[config.mk]
export PLATFORM = sky130hd
export DESIGN_NAME = fm_quadrature_discriminator_unit
export DESIGN_NICKNAME = d
export VERILOG_FILES = /design/src/fmqd_pkg.sv /design/src/fmqd_fifo.sv /design/src/fmqd_front.sv /design/src/fmqd_back.sv /design/src/fm_quadrature_discriminator_unit.sv
export SDC_FILE = /design/constraint.sdc
export NUM_CORES = 2
export LEC_CHECK = 0
export CORE_UTILIZATION = 65
export DETAILED_ROUTE_END_ITERATION = 10
export DONT_BUFFER_PORTS = 1
export PLACE_DENSITY = 0.81
export SYNTH_ARGS = -nofsm -noshare
export SYNTH_HDL_FRONTEND = slang
export SYNTH_SLANG_ARGS = --single-unit
export TNS_END_PERCENT = 30
[constraint.sdc]
create_clock -name clk -period 24.4 [get_ports clk]
set_clock_uncertainty 0.05 [all_clocks]
set_input_delay 4.88 -clock clk [delete_from_list [all_inputs] [get_ports clk]]
set_output_delay 4.88 -clock clk [all_outputs]
set_load 0.01 [all_outputs]
[src/fmqd_pkg.sv]
package fmqd_pkg;

    // sample and angle formats
    localparam int SAMPLE_WIDTH = 16;
    localparam int PHASE_WIDTH  = 16;
    localparam int ANGLE_W      = 32;
    localparam int PROD_W       = 2 * SAMPLE_WIDTH;
    localparam int ACC_W        = PROD_W + 1;
    localparam int GUARD_SHIFT  = 58 - 2 * SAMPLE_WIDTH;
    localparam int CORDIC_W     = ACC_W + GUARD_SHIFT + 2;
    localparam int ATAN_ENTRIES = 24;
    localparam int ATAN_IDX_W   = 5;

    typedef struct packed {
        logic signed [SAMPLE_WIDTH-1:0] i_sample;
        logic signed [SAMPLE_WIDTH-1:0] q_sample;
        logic                           last_in;
    } in_beat_t;

    typedef struct packed {
        logic signed [PHASE_WIDTH-1:0] phase_delta;
        logic                          last_out;
    } out_beat_t;

    // work handed from the front end to the back end
    typedef struct packed {
        logic signed [SAMPLE_WIDTH-1:0] ci;
        logic signed [SAMPLE_WIDTH-1:0] cq;
        logic signed [SAMPLE_WIDTH-1:0] pi;
        logic signed [SAMPLE_WIDTH-1:0] pq;
        logic                           last;
        logic                           run_cordic;
    } cmd_t;

    // atan(2^-k) in units of 2^-32 turn
    function automatic logic [ANGLE_W-1:0] atan_angle(input logic [ATAN_IDX_W-1:0] idx);
        logic [ANGLE_W-1:0] a;
        begin
            case (idx)
                5'd0:    a = 32'h2000_0000;
                5'd1:    a = 32'h12E4_051E;
                5'd2:    a = 32'h09FB_385B;
                5'd3:    a = 32'h0511_11D4;
                5'd4:    a = 32'h028B_0D43;
                5'd5:    a = 32'h0145_D7E1;
                5'd6:    a = 32'h00A2_F61E;
                5'd7:    a = 32'h0051_7C55;
                5'd8:    a = 32'h0028_BE53;
                5'd9:    a = 32'h0014_5F2F;
                5'd10:   a = 32'h000A_2F98;
                5'd11:   a = 32'h0005_17CC;
                5'd12:   a = 32'h0002_8BE6;
                5'd13:   a = 32'h0001_45F3;
                5'd14:   a = 32'h0000_A2FA;
                5'd15:   a = 32'h0000_517D;
                5'd16:   a = 32'h0000_28BE;
                5'd17:   a = 32'h0000_145F;
                5'd18:   a = 32'h0000_0A30;
                5'd19:   a = 32'h0000_0518;
                5'd20:   a = 32'h0000_028C;
                5'd21:   a = 32'h0000_0146;
                5'd22:   a = 32'h0000_00A3;
                5'd23:   a = 32'h0000_0051;
                default: a = '0;
            endcase
            return a;
        end
    endfunction

endpackage

[src/fmqd_fifo.sv]
module fmqd_fifo #(
    parameter int WIDTH = 8,
    parameter int DEPTH = 2
) (
    input  logic             clk,
    input  logic             rst_n,
    input  logic             wr_en,
    input  logic [WIDTH-1:0] wr_data,
    output logic             full,
    input  logic             rd_en,
    output logic [WIDTH-1:0] rd_data,
    output logic             empty
);

    localparam int PTR_W = (DEPTH > 1) ? $clog2(DEPTH) : 1;
    localparam int CNT_W = $clog2(DEPTH + 1);

    logic [WIDTH-1:0] mem_reg [DEPTH];
    logic [PTR_W-1:0] wr_ptr_reg, wr_ptr_next;
    logic [PTR_W-1:0] rd_ptr_reg, rd_ptr_next;
    logic [CNT_W-1:0] count_reg, count_next;
    logic             do_wr;
    logic             do_rd;

    assign full    = (count_reg == CNT_W'(DEPTH));
    assign empty   = (count_reg == '0);
    assign do_wr   = wr_en && !full;
    assign do_rd   = rd_en && !empty;
    assign rd_data = mem_reg[rd_ptr_reg];

    always_comb
    begin
        wr_ptr_next = wr_ptr_reg;
        rd_ptr_next = rd_ptr_reg;
        count_next  = count_reg;
        if (do_wr)
        begin
            wr_ptr_next = (wr_ptr_reg == PTR_W'(DEPTH - 1)) ? '0 : wr_ptr_reg + 1'b1;
        end
        if (do_rd)
        begin
            rd_ptr_next = (rd_ptr_reg == PTR_W'(DEPTH - 1)) ? '0 : rd_ptr_reg + 1'b1;
        end
        if (do_wr && !do_rd)
        begin
            count_next = count_reg + 1'b1;
        end
        else if (do_rd && !do_wr)
        begin
            count_next = count_reg - 1'b1;
        end
    end

    always_ff @(posedge clk or negedge rst_n)
    begin
        if (!rst_n)
        begin
            wr_ptr_reg <= '0;
            rd_ptr_reg <= '0;
            count_reg  <= '0;
        end
        else
        begin
            wr_ptr_reg <= wr_ptr_next;
            rd_ptr_reg <= rd_ptr_next;
            count_reg  <= count_next;
        end
    end

    always_ff @(posedge clk)
    begin
        if (do_wr)
        begin
            mem_reg[wr_ptr_reg] <= wr_data;
        end
    end

endmodule

[src/fmqd_front.sv]
module fmqd_front (
    input  logic              clk,
    input  logic              rst_n,
    input  logic              push,
    input  fmqd_pkg::in_beat_t sample,
    output logic              full,
    output logic              cmd_push,
    output fmqd_pkg::cmd_t    cmd,
    input  logic              cmd_full
);

    logic signed [fmqd_pkg::SAMPLE_WIDTH-1:0] prev_i_reg, prev_i_next;
    logic signed [fmqd_pkg::SAMPLE_WIDTH-1:0] prev_q_reg, prev_q_next;
    logic                                     have_prev_reg, have_prev_next;
    logic                                     accept;
    logic                                     cur_nonzero;
    logic                                     prev_nonzero;

    assign full     = cmd_full;
    assign accept   = push && !cmd_full;
    assign cmd_push = accept;

    // product is zero exactly when either sample is zero
    assign cur_nonzero  = (sample.i_sample != '0) || (sample.q_sample != '0);
    assign prev_nonzero = (prev_i_reg != '0) || (prev_q_reg != '0);

    always_comb
    begin
        cmd.ci         = sample.i_sample;
        cmd.cq         = sample.q_sample;
        cmd.pi         = prev_i_reg;
        cmd.pq         = prev_q_reg;
        cmd.last       = sample.last_in;
        cmd.run_cordic = have_prev_reg && cur_nonzero && prev_nonzero;
    end

    always_comb
    begin
        prev_i_next    = prev_i_reg;
        prev_q_next    = prev_q_reg;
        have_prev_next = have_prev_reg;
        if (accept)
        begin
            prev_i_next    = sample.i_sample;
            prev_q_next    = sample.q_sample;
            have_prev_next = 1'b1;
        end
    end

    always_ff @(posedge clk or negedge rst_n)
    begin
        if (!rst_n)
        begin
            prev_i_reg    <= '0;
            prev_q_reg    <= '0;
            have_prev_reg <= 1'b0;
        end
        else
        begin
            prev_i_reg    <= prev_i_next;
            prev_q_reg    <= prev_q_next;
            have_prev_reg <= have_prev_next;
        end
    end

endmodule

[src/fmqd_back.sv]
module fmqd_back #(
    parameter int CORDIC_STEPS = 16
) (
    input  logic                clk,
    input  logic                rst_n,
    input  fmqd_pkg::cmd_t      cmd,
    input  logic                cmd_empty,
    output logic                cmd_pop,
    output fmqd_pkg::out_beat_t res,
    output logic                res_push,
    input  logic                res_full
);

    localparam int SW     = fmqd_pkg::SAMPLE_WIDTH;
    localparam int PW     = fmqd_pkg::PHASE_WIDTH;
    localparam int AW     = fmqd_pkg::ANGLE_W;
    localparam int PRW    = fmqd_pkg::PROD_W;
    localparam int ACW    = fmqd_pkg::ACC_W;
    localparam int XW     = fmqd_pkg::CORDIC_W;
    localparam int GS     = fmqd_pkg::GUARD_SHIFT;
    localparam int IDX_W  = fmqd_pkg::ATAN_IDX_W;
    localparam int STEP_W = $clog2(CORDIC_STEPS);

    localparam logic [2:0] ST_IDLE = 3'd0;
    localparam logic [2:0] ST_MUL  = 3'd1;
    localparam logic [2:0] ST_PREP = 3'd2;
    localparam logic [2:0] ST_ROT  = 3'd3;
    localparam logic [2:0] ST_DONE = 3'd4;

    localparam logic [1:0] MUL_RE_A = 2'd0;
    localparam logic [1:0] MUL_RE_B = 2'd1;
    localparam logic [1:0] MUL_IM_A = 2'd2;
    localparam logic [1:0] MUL_IM_B = 2'd3;

    localparam logic [AW-1:0] HALF_LSB = AW'(1) << (AW - 1 - PW);
    localparam logic [AW-1:0] PI_ANGLE = AW'(1) << (AW - 1);

    logic [2:0]              state_reg, state_next;
    logic [1:0]              mul_reg, mul_next;
    logic [STEP_W-1:0]       step_reg, step_next;
    logic signed [SW-1:0]    ci_reg, ci_next;
    logic signed [SW-1:0]    cq_reg, cq_next;
    logic signed [SW-1:0]    pi_reg, pi_next;
    logic signed [SW-1:0]    pq_reg, pq_next;
    logic                    last_reg, last_next;
    logic                    run_reg, run_next;
    logic signed [ACW-1:0]   re_reg, re_next;
    logic signed [ACW-1:0]   im_reg, im_next;
    logic signed [XW-1:0]    x_reg, x_next;
    logic signed [XW-1:0]    y_reg, y_next;
    logic [AW-1:0]           z_reg, z_next;

    logic signed [SW-1:0]    mul_a;
    logic signed [SW-1:0]    mul_b;
    logic signed [PRW-1:0]   prod;
    logic signed [ACW-1:0]   prod_ext;
    logic signed [XW-1:0]    re_wide;
    logic signed [XW-1:0]    im_wide;
    logic signed [XW-1:0]    xs;
    logic signed [XW-1:0]    ys;
    logic                    y_pos;
    logic [AW-1:0]           step_angle;
    logic [AW-1:0]           rounded;

    // one shared multiplier walks through the four cross products
    assign mul_a    = (mul_reg == MUL_RE_A || mul_reg == MUL_IM_B) ? ci_reg : cq_reg;
    assign mul_b    = (mul_reg == MUL_RE_A || mul_reg == MUL_IM_A) ? pi_reg : pq_reg;
    assign prod     = mul_a * mul_b;
    assign prod_ext = ACW'(prod);

    assign re_wide = XW'(re_reg) <<< GS;
    assign im_wide = XW'(im_reg) <<< GS;

    // arithmetic shift rounds toward minus infinity
    assign xs         = x_reg >>> step_reg;
    assign ys         = y_reg >>> step_reg;
    assign y_pos      = !y_reg[XW-1] && (y_reg != '0);
    assign step_angle = fmqd_pkg::atan_angle(IDX_W'(step_reg));

    assign rounded = z_reg + HALF_LSB;

    assign cmd_pop  = (state_reg == ST_IDLE) && !cmd_empty;
    assign res_push = (state_reg == ST_DONE) && !res_full;

    always_comb
    begin
        res.phase_delta = run_reg ? rounded[AW-1 -: PW] : '0;
        res.last_out    = last_reg;
    end

    always_comb
    begin
        state_next = state_reg;
        mul_next   = mul_reg;
        step_next  = step_reg;
        ci_next    = ci_reg;
        cq_next    = cq_reg;
        pi_next    = pi_reg;
        pq_next    = pq_reg;
        last_next  = last_reg;
        run_next   = run_reg;
        re_next    = re_reg;
        im_next    = im_reg;
        x_next     = x_reg;
        y_next     = y_reg;
        z_next     = z_reg;
        unique case (state_reg)
            ST_IDLE:
            begin
                if (!cmd_empty)
                begin
                    ci_next    = cmd.ci;
                    cq_next    = cmd.cq;
                    pi_next    = cmd.pi;
                    pq_next    = cmd.pq;
                    last_next  = cmd.last;
                    run_next   = cmd.run_cordic;
                    mul_next   = MUL_RE_A;
                    state_next = cmd.run_cordic ? ST_MUL : ST_DONE;
                end
            end
            ST_MUL:
            begin
                case (mul_reg)
                    MUL_RE_A: re_next = prod_ext;
                    MUL_RE_B: re_next = re_reg + prod_ext;
                    MUL_IM_A: im_next = prod_ext;
                    default:  im_next = im_reg - prod_ext;
                endcase
                mul_next = mul_reg + 1'b1;
                if (mul_reg == MUL_IM_B)
                begin
                    state_next = ST_PREP;
                end
            end
            ST_PREP:
            begin
                // left half plane: rotate by pi first
                if (re_reg[ACW-1])
                begin
                    x_next = -re_wide;
                    y_next = -im_wide;
                    z_next = PI_ANGLE;
                end
                else
                begin
                    x_next = re_wide;
                    y_next = im_wide;
                    z_next = '0;
                end
                step_next  = '0;
                state_next = ST_ROT;
            end
            ST_ROT:
            begin
                if (y_pos)
                begin
                    x_next = x_reg + ys;
                    y_next = y_reg - xs;
                    z_next = z_reg + step_angle;
                end
                else
                begin
                    x_next = x_reg - ys;
                    y_next = y_reg + xs;
                    z_next = z_reg - step_angle;
                end
                step_next = step_reg + 1'b1;
                if (step_reg == STEP_W'(CORDIC_STEPS - 1))
                begin
                    state_next = ST_DONE;
                end
            end
            ST_DONE:
            begin
                if (!res_full)
                begin
                    state_next = ST_IDLE;
                end
            end
            default:
            begin
                state_next = ST_IDLE;
            end
        endcase
    end

    always_ff @(posedge clk or negedge rst_n)
    begin
        if (!rst_n)
        begin
            state_reg <= ST_IDLE;
            mul_reg   <= MUL_RE_A;
            step_reg  <= '0;
            run_reg   <= 1'b0;
        end
        else
        begin
            state_reg <= state_next;
            mul_reg   <= mul_next;
            step_reg  <= step_next;
            run_reg   <= run_next;
        end
    end

    always_ff @(posedge clk)
    begin
        ci_reg   <= ci_next;
        cq_reg   <= cq_next;
        pi_reg   <= pi_next;
        pq_reg   <= pq_next;
        last_reg <= last_next;
        re_reg   <= re_next;
        im_reg   <= im_next;
        x_reg    <= x_next;
        y_reg    <= y_next;
        z_reg    <= z_next;
    end

endmodule

[src/fm_quadrature_discriminator_unit.sv]
// FM quadrature discriminator: each accepted beat carries one complex baseband
// sample; the block multiplies it by the conjugate of the previous sample and
// returns the angle of that product as a 16-bit binary angle (-32768 is -pi,
// +pi wraps to -pi), computed by a vectoring CORDIC with a 32-bit angle
// accumulator and rounded to the output width. The first sample after reset,
// and any sample where the current or previous sample is zero, gives 0; the
// last mark is copied to the result. A front end takes beats, keeps the
// previous sample and decides whether the CORDIC is needed; a two-entry
// command queue feeds the back end, and a two-entry result queue holds
// finished beats, so input keeps flowing while results wait to be popped.
// The back end handles one beat at a time: a beat that needs the CORDIC is
// loaded, takes the four cross products on the shared 16x16 multiplier, is
// scaled and folded into the right half plane, goes through CORDIC_STEPS
// rotations, and is then rounded and written; a beat that gives 0 directly
// is loaded and then written. A busy back end or a full result queue delays
// the result. CORDIC_STEPS may range from 8 to 24.
module fm_quadrature_discriminator_unit #(
    parameter int CORDIC_STEPS = 16,
    parameter int CMD_DEPTH    = 2,
    parameter int RESULT_DEPTH = 2
) (
    input  logic                clk,
    input  logic                rst_n,
    input  logic                push,
    output logic                full,
    input  fmqd_pkg::in_beat_t  sample,
    output logic                empty,
    input  logic                pop,
    output fmqd_pkg::out_beat_t result
);

    localparam int CMD_W = $bits(fmqd_pkg::cmd_t);
    localparam int RES_W = $bits(fmqd_pkg::out_beat_t);

    // front end to command queue
    fmqd_pkg::cmd_t      front_cmd;
    logic                front_push;
    logic                cmd_full;

    // command queue to back end
    fmqd_pkg::cmd_t      back_cmd;
    logic                cmd_empty;
    logic                cmd_pop;

    // back end to result queue
    fmqd_pkg::out_beat_t back_res;
    logic                res_push;
    logic                res_full;

    fmqd_front u_front (
        .clk      (clk),
        .rst_n    (rst_n),
        .push     (push),
        .sample   (sample),
        .full     (full),
        .cmd_push (front_push),
        .cmd      (front_cmd),
        .cmd_full (cmd_full)
    );

    fmqd_fifo #(
        .WIDTH (CMD_W),
        .DEPTH (CMD_DEPTH)
    ) u_cmd_fifo (
        .clk     (clk),
        .rst_n   (rst_n),
        .wr_en   (front_push),
        .wr_data (front_cmd),
        .full    (cmd_full),
        .rd_en   (cmd_pop),
        .rd_data (back_cmd),
        .empty   (cmd_empty)
    );

    fmqd_back #(
        .CORDIC_STEPS (CORDIC_STEPS)
    ) u_back (
        .clk       (clk),
        .rst_n     (rst_n),
        .cmd       (back_cmd),
        .cmd_empty (cmd_empty),
        .cmd_pop   (cmd_pop),
        .res       (back_res),
        .res_push  (res_push),
        .res_full  (res_full)
    );

    // finished beats wait here until popped
    fmqd_fifo #(
        .WIDTH (RES_W),
        .DEPTH (RESULT_DEPTH)
    ) u_res_fifo (
        .clk     (clk),
        .rst_n   (rst_n),
        .wr_en   (res_push),
        .wr_data (back_res),
        .full    (res_full),
        .rd_en   (pop),
        .rd_data (result),
        .empty   (empty)
    );

endmodule

==> impl_summary.log <==
INFO  metric run_status = finished, final reports clean
INFO  metric synthesis.yosys.warnings = 0
INFO  metric max-clock-path-buffers = 3
INFO  metric cts_tree = yes
INFO  metric reg2reg_depth = 37
INFO  metric ioPinCount = 56
INFO  metric post-synth-top-area-cell = sky130_fd_sc_hd__edfxtp_1
INFO  metric largest_register_ffs = roughly 130
INFO  metric row_count = a little over 100
INFO  metric min-delay-start = u_back.last_reg$_DFFE_PP_
INFO  metric post_dp_cell_area = approximately 0.051 mm^2
INFO  metric syn_nets = approximately 5900
INFO  metric worst_setup_hold_path_clk_slew = about 0.060 ns
INFO  metric fillers = between 5000 and 6000
INFO  metric grt_pass1_wl = ~220000 um
INFO  metric timing_max_transition_violations_final = 0
INFO  metric critPathArrivalTime = 11.54 ns
INFO  metric overall_die_width = 281 um
INFO  metric cts_htree_levels = 2
INFO  metric critical_path_top_delay_cell = sky130_fd_sc_hd__mux2i_1
INFO  metric post_syn_area_per_cell = around 9.5 um^2
INFO  metric synth_area_leaders = sky130_fd_sc_hd__edfxtp_1 (27%), sky130_fd_sc_hd__fa_1 (11%), sky130_fd_sc_hd__ha_1 (7.6%)
INFO  metric ff_latch_area = approximately 0.015 mm^2
INFO  metric synth_top_area_share = between 20% and 30%
INFO  metric avgRoutedWirePerCell = ~21 um
INFO  metric ys_seq_elements = around 500
INFO  metric postRouteAntennaNets = 0
INFO  metric layout_commonest_cell = sky130_fd_sc_hd__nand2_1
INFO  metric synth_flop_cell = sky130_fd_sc_hd__edfxtp_1
INFO  metric number_of_remaining_drc_errors = 0
INFO  metric post_cts_hold_buffer_count = 0
INFO  metric start_util = around 66%
INFO  metric dp.final_hpwl = 101000 um
INFO  metric hold_class = reg2reg
INFO  metric worst-path-max-fanout = 32
INFO  metric cap_viol_max_count = 0
INFO  metric synth_cells = 5332
INFO  metric worst-setup-path-type = reg2reg
INFO  metric drtIter0Drc = roughly 4700
INFO  metric clkLatencyLatePin = approximately 0.66 ns
INFO  metric groute.usage.overall = about a third
INFO  metric min_delay_path_depth = 0
INFO  metric number_of_port_buffers = 0
INFO  metric inserted_clock_buffers = between 50 and 60
INFO  metric synth-seq-area-share = 29.3%
INFO  metric crit_path_start_kind = flop
INFO  metric dieHeight = 281 um
INFO  metric grt_overflow_total = 0
INFO  metric total_neg_setup_slack = 0 ns
INFO  metric unrepaired_setup_endpoints_after_global_routing = no
INFO  metric maximum_number_of_pins_on_one_net_before_global_route_repair = 89
INFO  metric drt-pass1-iter-count = 6
INFO  metric finalSetupViolations = 0
INFO  metric worst_setup_path_startpoint = u_back.mul_reg[1]$_DFFE_PN0P_
INFO  metric slew_headroom = about 20%
INFO  metric max_freq = around 90 MHz
INFO  metric place_congestion = 0.992
INFO  metric ys_async_sr_fraction = slightly above 10%
INFO  metric final.period_utilization = a little under half
INFO  metric worst-slew-pin-transition = roughly 1.2 ns
INFO  metric number_of_flops_mapped_to_enable_cells_by_yosys = approximately 450
INFO  metric first_global_vias = between 40000 and 50000
INFO  metric finalHoldViolations = 0
INFO  metric multi_input_comb_area = about 0.033 mm^2
INFO  metric syn-cell-area = 0.0506 mm^2
INFO  metric area.growth.synth_to_final = 5.47%
INFO  metric die_area = roughly 0.079 mm^2
INFO  metric most-common-layout-cells = sky130_fd_sc_hd__nand2_1 (664), sky130_fd_sc_hd__edfxtp_1 (451), sky130_fd_sc_hd__nor2_1 (441), sky130_fd_sc_hd__inv_1 (433), sky130_fd_sc_hd__a21oi_1 (333)
INFO  metric worst-endpoint-required = roughly 25 ns
INFO  metric yosysUniqueCellTypes = 97
INFO  metric postCtsSetupBuffers = 0
INFO  metric r2r-end = u_back.im_reg[30]$_DFFE_PP_
INFO  metric via_per_inst = roughly 6.5
INFO  metric max_stage_delay = approximately 0.8 ns
INFO  metric worst_hold_path.endpoint = u_res_fifo.mem_reg[0][0]$_DFFE_PP_
INFO  metric final_layout_size_suffix_gt1_share = 9.04%
INFO  metric final_critical_path_required_period = around 11 ns
INFO  metric cts_root_buffer = sky130_fd_sc_hd__clkbuf_16
INFO  metric r2r-start = u_back.mul_reg[1]$_DFFE_PN0P_
INFO  metric final_net_count = a little under 6000
INFO  metric antenna_found_initial = 0
INFO  metric antenna_cells = 0
INFO  metric coreArea = 0.0765 mm^2
INFO  metric layout.cell_area.non_filler = ~0.053 mm^2
INFO  metric post_cts_sizing = 0
INFO  metric drt_wl_total = approximately 130000 um
INFO  metric type_of_element_capturing_the_critical_path = flop
INFO  metric timing.reg2reg.setup_slack = roughly 13 ns
INFO  metric via_count = a little over 40000
INFO  metric clock_sink_count = around 500
[logic make-up after synthesis]
| logic type | share of synthesized area, % |
|---|---|
| compound gates | 13.6 |
| xor+xnor | 7.91 |
| fa+ha+maj | 18.3 |
| buf+inv | 5.31 |
| flops | 29.3 |
| mux | 11.2 |
| simple gates | 14.4 |
[Yosys cell counts, types with 141 or more instances]
library cell	number
sky130_fd_sc_hd__a21o_1	149
sky130_fd_sc_hd__a21oi_1	333
sky130_fd_sc_hd__clkbuf_1	141
sky130_fd_sc_hd__edfxtp_1	451
sky130_fd_sc_hd__fa_1	267
sky130_fd_sc_hd__ha_1	309
sky130_fd_sc_hd__inv_1	437
sky130_fd_sc_hd__mux2_2	148
sky130_fd_sc_hd__nand2_1	665
sky130_fd_sc_hd__nor2_1	446
sky130_fd_sc_hd__o21ai_0	321
sky130_fd_sc_hd__xnor2_1	306
sky130_fd_sc_hd__xor2_1	151
[per-layer routing]
layer	vias to the layer above	share of wire [%]	track usage [%]
met3	365	8.6	5.02
met1	19700	40	46.3
met4	0	4.7	15.1
met5	-	0	0
li1	18600	-	-
met2	2005	46	55.7
[final cells by class]
class	count	area share [%]
multi-input combinational	4165	62.1
clock inverter	39	1.03
clock buffer	68	2.86
sequential	502	27.8
inverter	441	3.12
tap	1030	2.41
timing repair buffer	49	0.689
[through the flow]
step	hold WS, ns	instances	utilization [%]	setup slack [ns]
after floorplan	0.371	5332	-	14.10
after global placement	0.373	6187	67.1	13.78
after detailed placement	0.394	6187	67.1	13.44
after CTS	0.409	6294	69.8	13.40
after global routing	0.416	6294	69.8	12.45
final	0.404	6294	69.8	13.30
[how the worst max path moves through the flow]
stage	endpoint	slack (ns)	cells after the start
final	u_back.im_reg[30]$_DFFE_PP_	13.30	37
after global routing	u_back.im_reg[32]$_DFFE_PP_	12.45	36
after CTS	u_back.im_reg[30]$_DFFE_PP_	13.40	37
after detailed placement	u_back.im_reg[30]$_DFFE_PP_	13.44	37
after global placement	u_back.im_reg[30]$_DFFE_PP_	13.78	40
after floorplan	u_back.im_reg[30]$_DFFE_PP_	14.10	43
[worst max-delay path, delay by kind of cell (launching register included)]
kind                       cells  cell delay (ns)
muxes                          1             0.78
AOI/OAI and AO/OA              9             2.41
adders and majority gates     11             4.86
and+or+nand+nor                8             1.18
xor gates and xnor gates       1             0.34
DFF                            1             0.41
buffers and inverters          7             0.87
Power is left out: the tool's default activity adds up to more than one toggle a clock period on the data nets, which glitch-free logic cannot reach.
